[config.mk]
export PLATFORM = sky130hd
export DESIGN_NAME = mcl_ctrl
export DESIGN_NICKNAME = d
export VERILOG_FILES = /design/src/rtl/core/mcl_pkg.sv /design/src/rtl/core/mcl_ctrl.sv
export SDC_FILE = /design/constraint.sdc
export NUM_CORES = 1
export LEC_CHECK = 0
export ABC_AREA = 1
export BUFFER_PORTS_ARGS = -buffer_cell sky130_fd_sc_hd__buf_4
export CAP_MARGIN = 5
export CELL_PAD_IN_SITES_DETAIL_PLACEMENT = 1
export CELL_PAD_IN_SITES_GLOBAL_PLACEMENT = 2
export CORE_ASPECT_RATIO = 2
export CORE_MARGIN = 5
export CORE_UTILIZATION = 35
export CTS_CLUSTER_DIAMETER = 80
export DETAILED_ROUTE_END_ITERATION = 10
export PLACE_DENSITY = 0.89
export SETUP_SLACK_MARGIN = 0.2
export SLEW_MARGIN = 10
export SYNTH_ARGS = -nofsm -noshare
export SYNTH_HDL_FRONTEND = slang
export SYNTH_SLANG_ARGS = --single-unit
[constraint.sdc]
create_clock -name clk_i -period 4.3 [get_ports clk_i]
set_input_delay 0.645 -clock clk_i [delete_from_list [all_inputs] [get_ports clk_i]]
set_output_delay 0.645 -clock clk_i [all_outputs]
set_load 0.02 [all_outputs]
[src/rtl/core/mcl_pkg.sv]
// Package for the covering lower bound block: defaults, action and command codes,
// controller states and the command and status structs.
// No dependencies.
`timescale 1ns / 1ps
`default_nettype none
package mcl_pkg;

  localparam int unsigned MAX_ROWS_DEF  = 64;
  localparam int unsigned MAX_COLS_DEF  = 64;
  localparam int unsigned COST_BITS_DEF = 16;

  localparam int unsigned IDX_BITS    = 8;
  localparam int unsigned BOUND_BITS  = 22;
  localparam int unsigned CHOSEN_BITS = 7;

  localparam logic [BOUND_BITS-1:0]  BOUND_MAX  = '1;
  localparam logic [CHOSEN_BITS-1:0] CHOSEN_MAX = '1;

  typedef enum logic [1:0] {
    ACT_CLEAR,
    ACT_CELL,
    ACT_COST,
    ACT_COMPUTE
  } act_e;

  typedef enum logic [3:0] {
    OP_NOP,
    OP_CLEAR,
    OP_CELL_RD,
    OP_COST,
    OP_START,
    OP_RD_ROWA,
    OP_RD_ROWB,
    OP_WR_ADJ,
    OP_SEARCH_INIT,
    OP_RD_DEG,
    OP_RD_BEST,
    OP_RD_COST,
    OP_ADD,
    OP_RM_J,
    OP_RD_DEG2,
    OP_OUT
  } dp_op_e;

  typedef enum logic [4:0] {
    ST_IDLE,
    ST_CELL,
    ST_B_ROWI,
    ST_B_ROWJ,
    ST_B_DRAIN,
    ST_B_WRITE,
    ST_S_INIT,
    ST_S_SCAN,
    ST_S_DRAIN,
    ST_S_CHECK,
    ST_C_SCAN,
    ST_C_DRAIN,
    ST_C_ADD,
    ST_R_LOAD,
    ST_R_SCAN,
    ST_D_LOAD,
    ST_D_SCAN,
    ST_D_DRAIN,
    ST_FINISH
  } ctrl_state_e;

  typedef struct packed {
    dp_op_e              op;
    logic [IDX_BITS-1:0] idx;
  } dp_cmd_t;

  typedef struct packed {
    logic found;
    logic qual;
    logic out_busy;
  } dp_status_t;

endpackage
`default_nettype wire

[src/rtl/core/mcl_ctrl.sv]
// Sequencer of the greedy walk: state machine and loop counters.
// Depends on mcl_pkg; drives the datapath by commands and reads its status.
`timescale 1ns / 1ps
`default_nettype none
module mcl_ctrl #(
  parameter int unsigned MAX_ROWS = mcl_pkg::MAX_ROWS_DEF,
  parameter int unsigned MAX_COLS = mcl_pkg::MAX_COLS_DEF
) (
  input  wire logic                          clk_i,
  input  wire logic                          rst_ni,
  input  wire logic                          in_valid_i,
  input  wire logic [1:0]                    action_i,
  output logic                               in_stall_o,
  input  wire mcl_pkg::dp_status_t           status_i,
  output mcl_pkg::dp_cmd_t                   cmd_o,
  output logic [mcl_pkg::IDX_BITS-1:0]       row_sel_o
);
  import mcl_pkg::*;

  localparam logic [IDX_BITS-1:0] LAST_ROW = IDX_BITS'(MAX_ROWS - 1);
  localparam logic [IDX_BITS-1:0] LAST_COL = IDX_BITS'(MAX_COLS - 1);

  ctrl_state_e state_q, state_d;
  logic [IDX_BITS-1:0] i_q, i_d, j_q, j_d, k_q, k_d;

  always_ff @(posedge clk_i or negedge rst_ni) begin
    if (!rst_ni) begin
      state_q <= ST_IDLE;
      i_q     <= '0;
      j_q     <= '0;
      k_q     <= '0;
    end else begin
      state_q <= state_d;
      i_q     <= i_d;
      j_q     <= j_d;
      k_q     <= k_d;
    end
  end

  assign row_sel_o = j_q;

  always_comb begin
    state_d    = state_q;
    i_d        = i_q;
    j_d        = j_q;
    k_d        = k_q;
    cmd_o.op   = OP_NOP;
    cmd_o.idx  = '0;
    in_stall_o = 1'b1;
    case (state_q)
      ST_IDLE: begin
        in_stall_o = 1'b0;
        if (in_valid_i) begin
          case (act_e'(action_i))
            ACT_CLEAR: cmd_o.op = OP_CLEAR;
            ACT_CELL: begin
              cmd_o.op = OP_CELL_RD;
              state_d  = ST_CELL;
            end
            ACT_COST: cmd_o.op = OP_COST;
            ACT_COMPUTE: begin
              cmd_o.op = OP_START;
              i_d      = '0;
              state_d  = ST_B_ROWI;
            end
            default: cmd_o.op = OP_NOP;
          endcase
        end
      end
      ST_CELL: state_d = ST_IDLE;
      ST_B_ROWI: begin
        cmd_o.op  = OP_RD_ROWA;
        cmd_o.idx = i_q;
        j_d       = '0;
        state_d   = ST_B_ROWJ;
      end
      ST_B_ROWJ: begin
        cmd_o.op  = OP_RD_ROWB;
        cmd_o.idx = j_q;
        if (j_q == LAST_ROW) begin
          state_d = ST_B_DRAIN;
        end else begin
          j_d = j_q + 1'b1;
        end
      end
      ST_B_DRAIN: state_d = ST_B_WRITE;
      ST_B_WRITE: begin
        cmd_o.op  = OP_WR_ADJ;
        cmd_o.idx = i_q;
        if (i_q == LAST_ROW) begin
          state_d = ST_S_INIT;
        end else begin
          i_d     = i_q + 1'b1;
          state_d = ST_B_ROWI;
        end
      end
      ST_S_INIT: begin
        cmd_o.op = OP_SEARCH_INIT;
        k_d      = '0;
        state_d  = ST_S_SCAN;
      end
      ST_S_SCAN: begin
        cmd_o.op  = OP_RD_DEG;
        cmd_o.idx = k_q;
        if (k_q == LAST_ROW) begin
          state_d = ST_S_DRAIN;
        end else begin
          k_d = k_q + 1'b1;
        end
      end
      ST_S_DRAIN: state_d = ST_S_CHECK;
      ST_S_CHECK: begin
        if (status_i.found) begin
          cmd_o.op = OP_RD_BEST;
          k_d      = '0;
          state_d  = ST_C_SCAN;
        end else begin
          state_d = ST_FINISH;
        end
      end
      ST_C_SCAN: begin
        cmd_o.op  = OP_RD_COST;
        cmd_o.idx = k_q;
        if (k_q == LAST_COL) begin
          state_d = ST_C_DRAIN;
        end else begin
          k_d = k_q + 1'b1;
        end
      end
      ST_C_DRAIN: state_d = ST_C_ADD;
      ST_C_ADD: begin
        cmd_o.op = OP_ADD;
        j_d      = '0;
        state_d  = ST_R_LOAD;
      end
      ST_R_LOAD: state_d = ST_R_SCAN;
      ST_R_SCAN: begin
        cmd_o.idx = j_q;
        if (status_i.qual) begin
          cmd_o.op = OP_RM_J;
          k_d      = '0;
          state_d  = ST_D_LOAD;
        end else if (j_q == LAST_ROW) begin
          state_d = ST_S_INIT;
        end else begin
          j_d = j_q + 1'b1;
        end
      end
      ST_D_LOAD: state_d = ST_D_SCAN;
      ST_D_SCAN: begin
        cmd_o.op  = OP_RD_DEG2;
        cmd_o.idx = k_q;
        if (k_q == LAST_ROW) begin
          state_d = ST_D_DRAIN;
        end else begin
          k_d = k_q + 1'b1;
        end
      end
      ST_D_DRAIN: begin
        if (j_q == LAST_ROW) begin
          state_d = ST_S_INIT;
        end else begin
          j_d     = j_q + 1'b1;
          state_d = ST_R_SCAN;
        end
      end
      ST_FINISH: begin
        if (!status_i.out_busy) begin
          cmd_o.op = OP_OUT;
          state_d  = ST_IDLE;
        end
      end
      default: state_d = ST_IDLE;
    endcase
  end

endmodule
`default_nettype wire

==> run summary, run 1 <==
run status - complete, no violations
Detail Route Antenna Nets - 0
Max-slew headroom - 66.3%
post-CTS setup buffers - 0
crit end category - primary output
residual DRC count - 0
All-Layer GR Usage - 18.6%
largest net degree at the start of global routing - 30
highest routed metal layer - met4
kind of critical path - register to primary output
Reg2Reg Setup Slack - 2.37 ns
die height - 132 um
insertion delay of the later-clocked pin in the worst-skew pair - 0.28 ns
Max Root-Sink Buffers - 2
Critical Path Source Type - register
synth warn - 0
crit path cell chain - inv_2, nand3_1, nand2_1, inv_1, o211ai_1, buf_4
WP depth - 6
routed length per instance - 16.6 um
dpl ws - 1.87 ns
Setup Viol. Count Final - 0
# fillers - 988
HPWL Detailed - 6820 um
Root Buffer - clkbuf_16
Routed WL - 8330 um
synthesized instance count - 384
# rows - 44
Critical Path AT - 2.12 ns
Leakage - 1.52 nW
count of final max-slew check failures - 0
Synth Area in Adders - 3.86%
H-tree depth - 2
vias in the first global route - 2794
WP buf/inv - 3
layout cell share with drive strength beyond 1 - 18.7%
Multi-input gate area - 1610 um^2
simple-gate share of the synthesized area - 48.9%
largest family of logic cells by synthesized area - simple AND/OR/NAND/NOR gates
Initial Util - 35.7%
Net Count, Synth - 400
initial antenna violation count - 0
clock sinks - 29
Final WS setup - 1.54 ns
GRT overflow - 0
hold_buf cts - 0
clk_skew - 0.00456 ns
die width - 70.9 um
post-synthesis mux area share - 0%
die area - 9340 um^2
I/O pins - 29
Worst Tran Pin Value - 0.506 ns
metal3 WL - 186 um
VDD IR max - 266 uV
fmax - 0.362 GHz
Required @ worst endpoint - 3.65 ns
PwrDens - 491 nW/um^2
vias per cell - 5.12
number of port buffers - 28
M1 WL - 2820 um
Synth Area in XOR/XNOR - 2.02%
Max Fanout on Critical Path - 14
Synth cell types - 30
area delta synth->final - 14.8%
# diodes - 0
clock-pin slew on the worst setup and hold paths - 0.05 ns
FFs w/ async S/R, synth - 100%
length of the first detailed-routing pass in iterations - 4
kind of cell adding the most delay to the critical path - buffers and inverters
cts bufs inserted - 5
sequential share of the synthesized area - 28.0%
first-pass GRT wire length - 13600 um
Yosys reg bits - 29
nets@finish - 427
biggest cell delay along the critical path - 0.52 ns
# resized after CTS - 0
routed vias - 2573
FF-to-FF path depth - 8
met2 routed WL - 4800 um
ys flop type - dfrtp_1
Cell Area, Synth - 2600 um^2
CTS tree - built
post-synthesis compound-gate area fraction - 7.37%
Max stage delay cell, worst path - dfrtp_1
Seq. cell area - 726 um^2
worst min path class - primary input to async pin
number of DRC markers in iteration 0 - 93
RSZ-0062 raised after global routing - false
Fin. Hold Viols - 0
Final period util - 64.3%
mean area per synthesized cell - 6.76 um^2
CORE AREA - 7270 um^2
total negative slack - 0 ns
Post-synth EDFFs - 0
Tmin final - 2.76 ns
final hold slack - 0.298 ns
max cap viols - 0
gpl congestion - 0.858
cell usage after synthesis, drive strengths merged (2+ instances only):
library cell	instances	share of area (%)
nand2	137	21
nand3	49	13
nor2	49	8.3
inv	45	6.5
dfrtp	29	28
o21ai	17	4.9
nand3b	10	2.9
nand4	9	2.2
buf	8	3.2
ha	8	3.9
o211ai	6	1.7
xor2	5	1.7
nor3	4	0.77
or2	3	0.72
o21bai	2	0.58
worst paths after layout:
kind | endpoint | startpoint
max in group asynchronous | row_sel_o[7] | rst_ni
worst min register to register | i_q[3] | i_q[3]
min in group clk_i | i_q[3] | i_q[3]
worst max register to register | k_q[0] | state_q[3]
worst min-delay path | k_q[3] | rst_ni
worst max-delay path | cmd_o[6] | state_q[4]
cell families (layout without fill, tap and decap cells):
| family | after synthesis | count (layout) |
|---|---|---|
| adders and majority gates | 8 | 8 |
| xor gates and xnor gates | 6 | 6 |
| DFF | 29 | 29 |
| AOI/OAI and AO/OA | 26 | 26 |
| buffers and inverters | 54 | 81 |
| and+or+nand+nor | 261 | 261 |
flip-flops by register name, summed over array words and instances, names as in the netlist:
| signal | cells |
|---|---|
| row_sel_o | 8 |
| k_q | 8 |
| i_q | 8 |
| state_q | 5 |
placed cells by master (no fill, tap or decap), types with 4 or more instances in the layout:
cell type,Yosys,layout
buf_4,1,28
clkbuf_16,0,5
dfrtp_1,29,29
ha_1,8,8
inv_1,43,43
nand2_1,127,127
nand2_2,7,7
nand3_1,40,40
nand3_2,4,4
nand3_4,5,5
nand3b_1,10,10
nand4_1,9,9
nor2_1,42,42
nor2_2,4,4
nor3_1,4,4
o211ai_1,6,6
o21ai_2,11,11
xor2_1,5,5
area by class of cell:
cell class / count / area share (%)
Multi-Input combinational cell: 301 / 54.1
Clock buffer: 7 / 4.79
Inverter: 46 / 5.84
Timing Repair Buffer: 28 / 7.05
Sequential cell: 29 / 24.3
Tap cell: 92 / 3.86
stage by stage:
step	area, um^2	util (%)	power [mW]	cells
floorplan	2600	-	0.923	384
global placement	2840	39.0	1.11	496
detailed placement	2840	39.0	1.12	496
CTS	2980	41.0	1.48	503
global route	2980	41.0	1.57	503
finish	2980	41.0	1.46	503
routing by layer:
layer	vias up	track usage, %
met5	-	0
met4	0	12.2
met3	30	2.29
met2	45	36.6
met1	1222	16.8
li1	1276	-
power by group:
group / switching, mW / total [mW] / internal, mW
combinational: 0.489 / 0.703 / 0.214
sequential: 0.0854 / 0.407 / 0.321
clock: 0.126 / 0.353 / 0.227
total: 0.700 / 1.46 / 0.762
Power figures use the tool's default switching activity.
==> run 2, diff against run 1 <==
CORE_UTILIZATION = 30   (was 35)
PLACE_DENSITY = 0.81   (was 0.89)
clock period = 2.2 ns   (was 4.3 ns; I/O delays follow)
==> run summary, run 2 (synthesis gave the netlist of run 1 again) <==
vias in the first global route - 3151
fmax - 0.486 GHz
H-tree depth - 2
post-route cell area - 3580 um^2
I/O pins - 29
CORE AREA - 8530 um^2
Root Buffer - clkbuf_16
Seq. cell area - 733 um^2
count of final max-slew check failures - 0
cts bufs inserted - 5
# diodes - 0
length of the first detailed-routing pass in iterations - 4
Max Fanout on Critical Path - 6
Critical Path Source Type - register
die height - 142 um
Detail Route Antenna Nets - 0
Setup Viol. Count Final - 0
commonest non-fill, non-tap cell in the layout - nand2_1
total negative slack - 0 ns
GRT overflow - 0
Reg2Reg Setup Slack - 0.28 ns
Worst R2R Start - row_sel_o[1]
Multi-input gate area - 1810 um^2
final hold slack - -0.0130 ns
clock-pin slew on the worst setup and hold paths - 0.05 ns
hold_buf cts - 0
vias per cell - 5.18
layout cell share with drive strength beyond 1 - 34.2%
Final period util - 93.5%
CTS tree - built
crit path cell chain - nand2_1, clkinv_2, nand3_1, nand2_2, nor2_2, nand4_1, buf_4
Fin. Hold Viols - 9
max cap viols - 0
most frequent cells in the layout - nand2_1 (118), buf_4 (59), inv_1 (39)
crit end category - primary output
Area after DPL - 2930 um^2
Max-slew headroom - 70.8%
Required @ worst endpoint - 1.87 ns
initial antenna violation count - 0
fin cells - 556
FF-to-FF path depth - 8
die area - 10700 um^2
Max Root-Sink Buffers - 2
kind of critical path - register to primary output
RR Endpoint - state_q[3]
failing checks - hold timing
first-pass GRT wire length - 16000 um
number of port buffers - 28
Util after Layout - 42.0%
number of DRC markers in iteration 0 - 121
Initial Util - 30.4%
Leakage - 1.83 nW
Tmin final - 2.06 ns
# fillers - 1111
insertion delay of the later-clocked pin in the worst-skew pair - 0.28 ns
HPWL Detailed - 7600 um
nets@finish - 472
Routed WL - 10300 um
area delta synth->final - 38.1%
run status - finished with violations
clk_skew - 0.00405 ns
die width - 75.8 um
VDD IR max - 568 uV
# rows - 48
placed cells - 515
RSZ-0062 raised after global routing - true
Critical Path AT - 1.73 ns
largest net degree at the start of global routing - 30
worst min path class - primary input to async pin
clock sinks - 29
Max stage delay cell, worst path - dfrtp_2
Worst Tran Pin Value - 0.438 ns
All-Layer GR Usage - 20.2%
routed vias - 2880
residual DRC count - 0
routed length per instance - 18.6 um
biggest cell delay along the critical path - 0.46 ns
gpl congestion - 0.895
PwrDens - 998 nW/um^2
==> run 2: changes by cell type in the layout (fill, tap and decap cells not counted), moves of 5 or more <==
cell / previous run / this run
nand3_1: 40 / 34
nor2_1: 42 / 35
nand2_1: 127 / 118
dfrtp_1: 29 / 23
nor2_4: 3 / 10
buf_4: 28 / 59
buf_6: 0 / 12
nand3_4: 5 / 10
dfrtp_2: 0 / 6
==> run 2: area by class of cell <==
cell class / instances / share of cell area, %
sequential: 29 / 20.5
tap: 100 / 3.49
timing repair buffer: 72 / 16.5
multi-input combinational: 302 / 50.6
inverter: 46 / 4.92
clock buffer: 7 / 3.98
==> run 2: what timing repair did <==
item / 4_1_cts / 5_1_grt
endpoints found under the hold margin: 0 / 0
pin swaps: 9 / 17
setup buffers: 23 / 10
endpoints found under the setup margin: 19 / 19
cloned: 1 / 0
gates resized for setup: 46 / 24
==> run 2: power by group <==
part	switching [mW]	leakage, nW	total (mW)	internal (mW)
sequential	0.180	0.390	0.815	0.635
combinational	1.25	1.37	2.07	0.820
clock	0.249	0.0700	0.692	0.444
total	1.68	1.83	3.58	1.90
==> run 2: worst max-delay path by stage <==
stage / from / end / cells past startpoint
floorplan: state_q[3] / cmd_o[0] / 5
global placement: i_q[1] / i_q[7] / 9
detailed placement: i_q[1] / i_q[5] / 9
CTS: state_q[1] / cmd_o[5] / 8
global route: state_q[0] / cmd_o[4] / 6
finish: state_q[2] / cmd_o[10] / 7
==> run 2: routing by layer <==
| metal | global-route usage (%) | part of all wire (%) | routed length, um | vias to the layer above |
|---|---|---|---|---|
| met5 | 0 | 0 | 0 | - |
| met4 | 13.6 | 7.0 | 719 | 0 |
| met3 | 2.62 | 3.2 | 326 | 36 |
| met2 | 38.9 | 58 | 6040 | 81 |
| met1 | 17.8 | 31 | 3240 | 1385 |
| li1 | - | - | - | 1378 |
==> run 2: critical path, delay by kind of cell, from the launching register on <==
kind / cells / cell delay, ns
DFF: 1 / 0.46
buffers and inverters: 2 / 0.33
and+or+nand+nor: 5 / 0.66
==> run 2: metrics by stage <==
| step | worst slack (ns) | total power, mW |
|---|---|---|
| detailed placement | 0.154 | 2.30 |
| finish | 0.142 | 3.58 |
| CTS | 0.155 | 3.40 |
| global placement | 0.166 | 2.28 |
| global route | 0.0525 | 3.79 |
| floorplan | 0.344 | 1.80 |
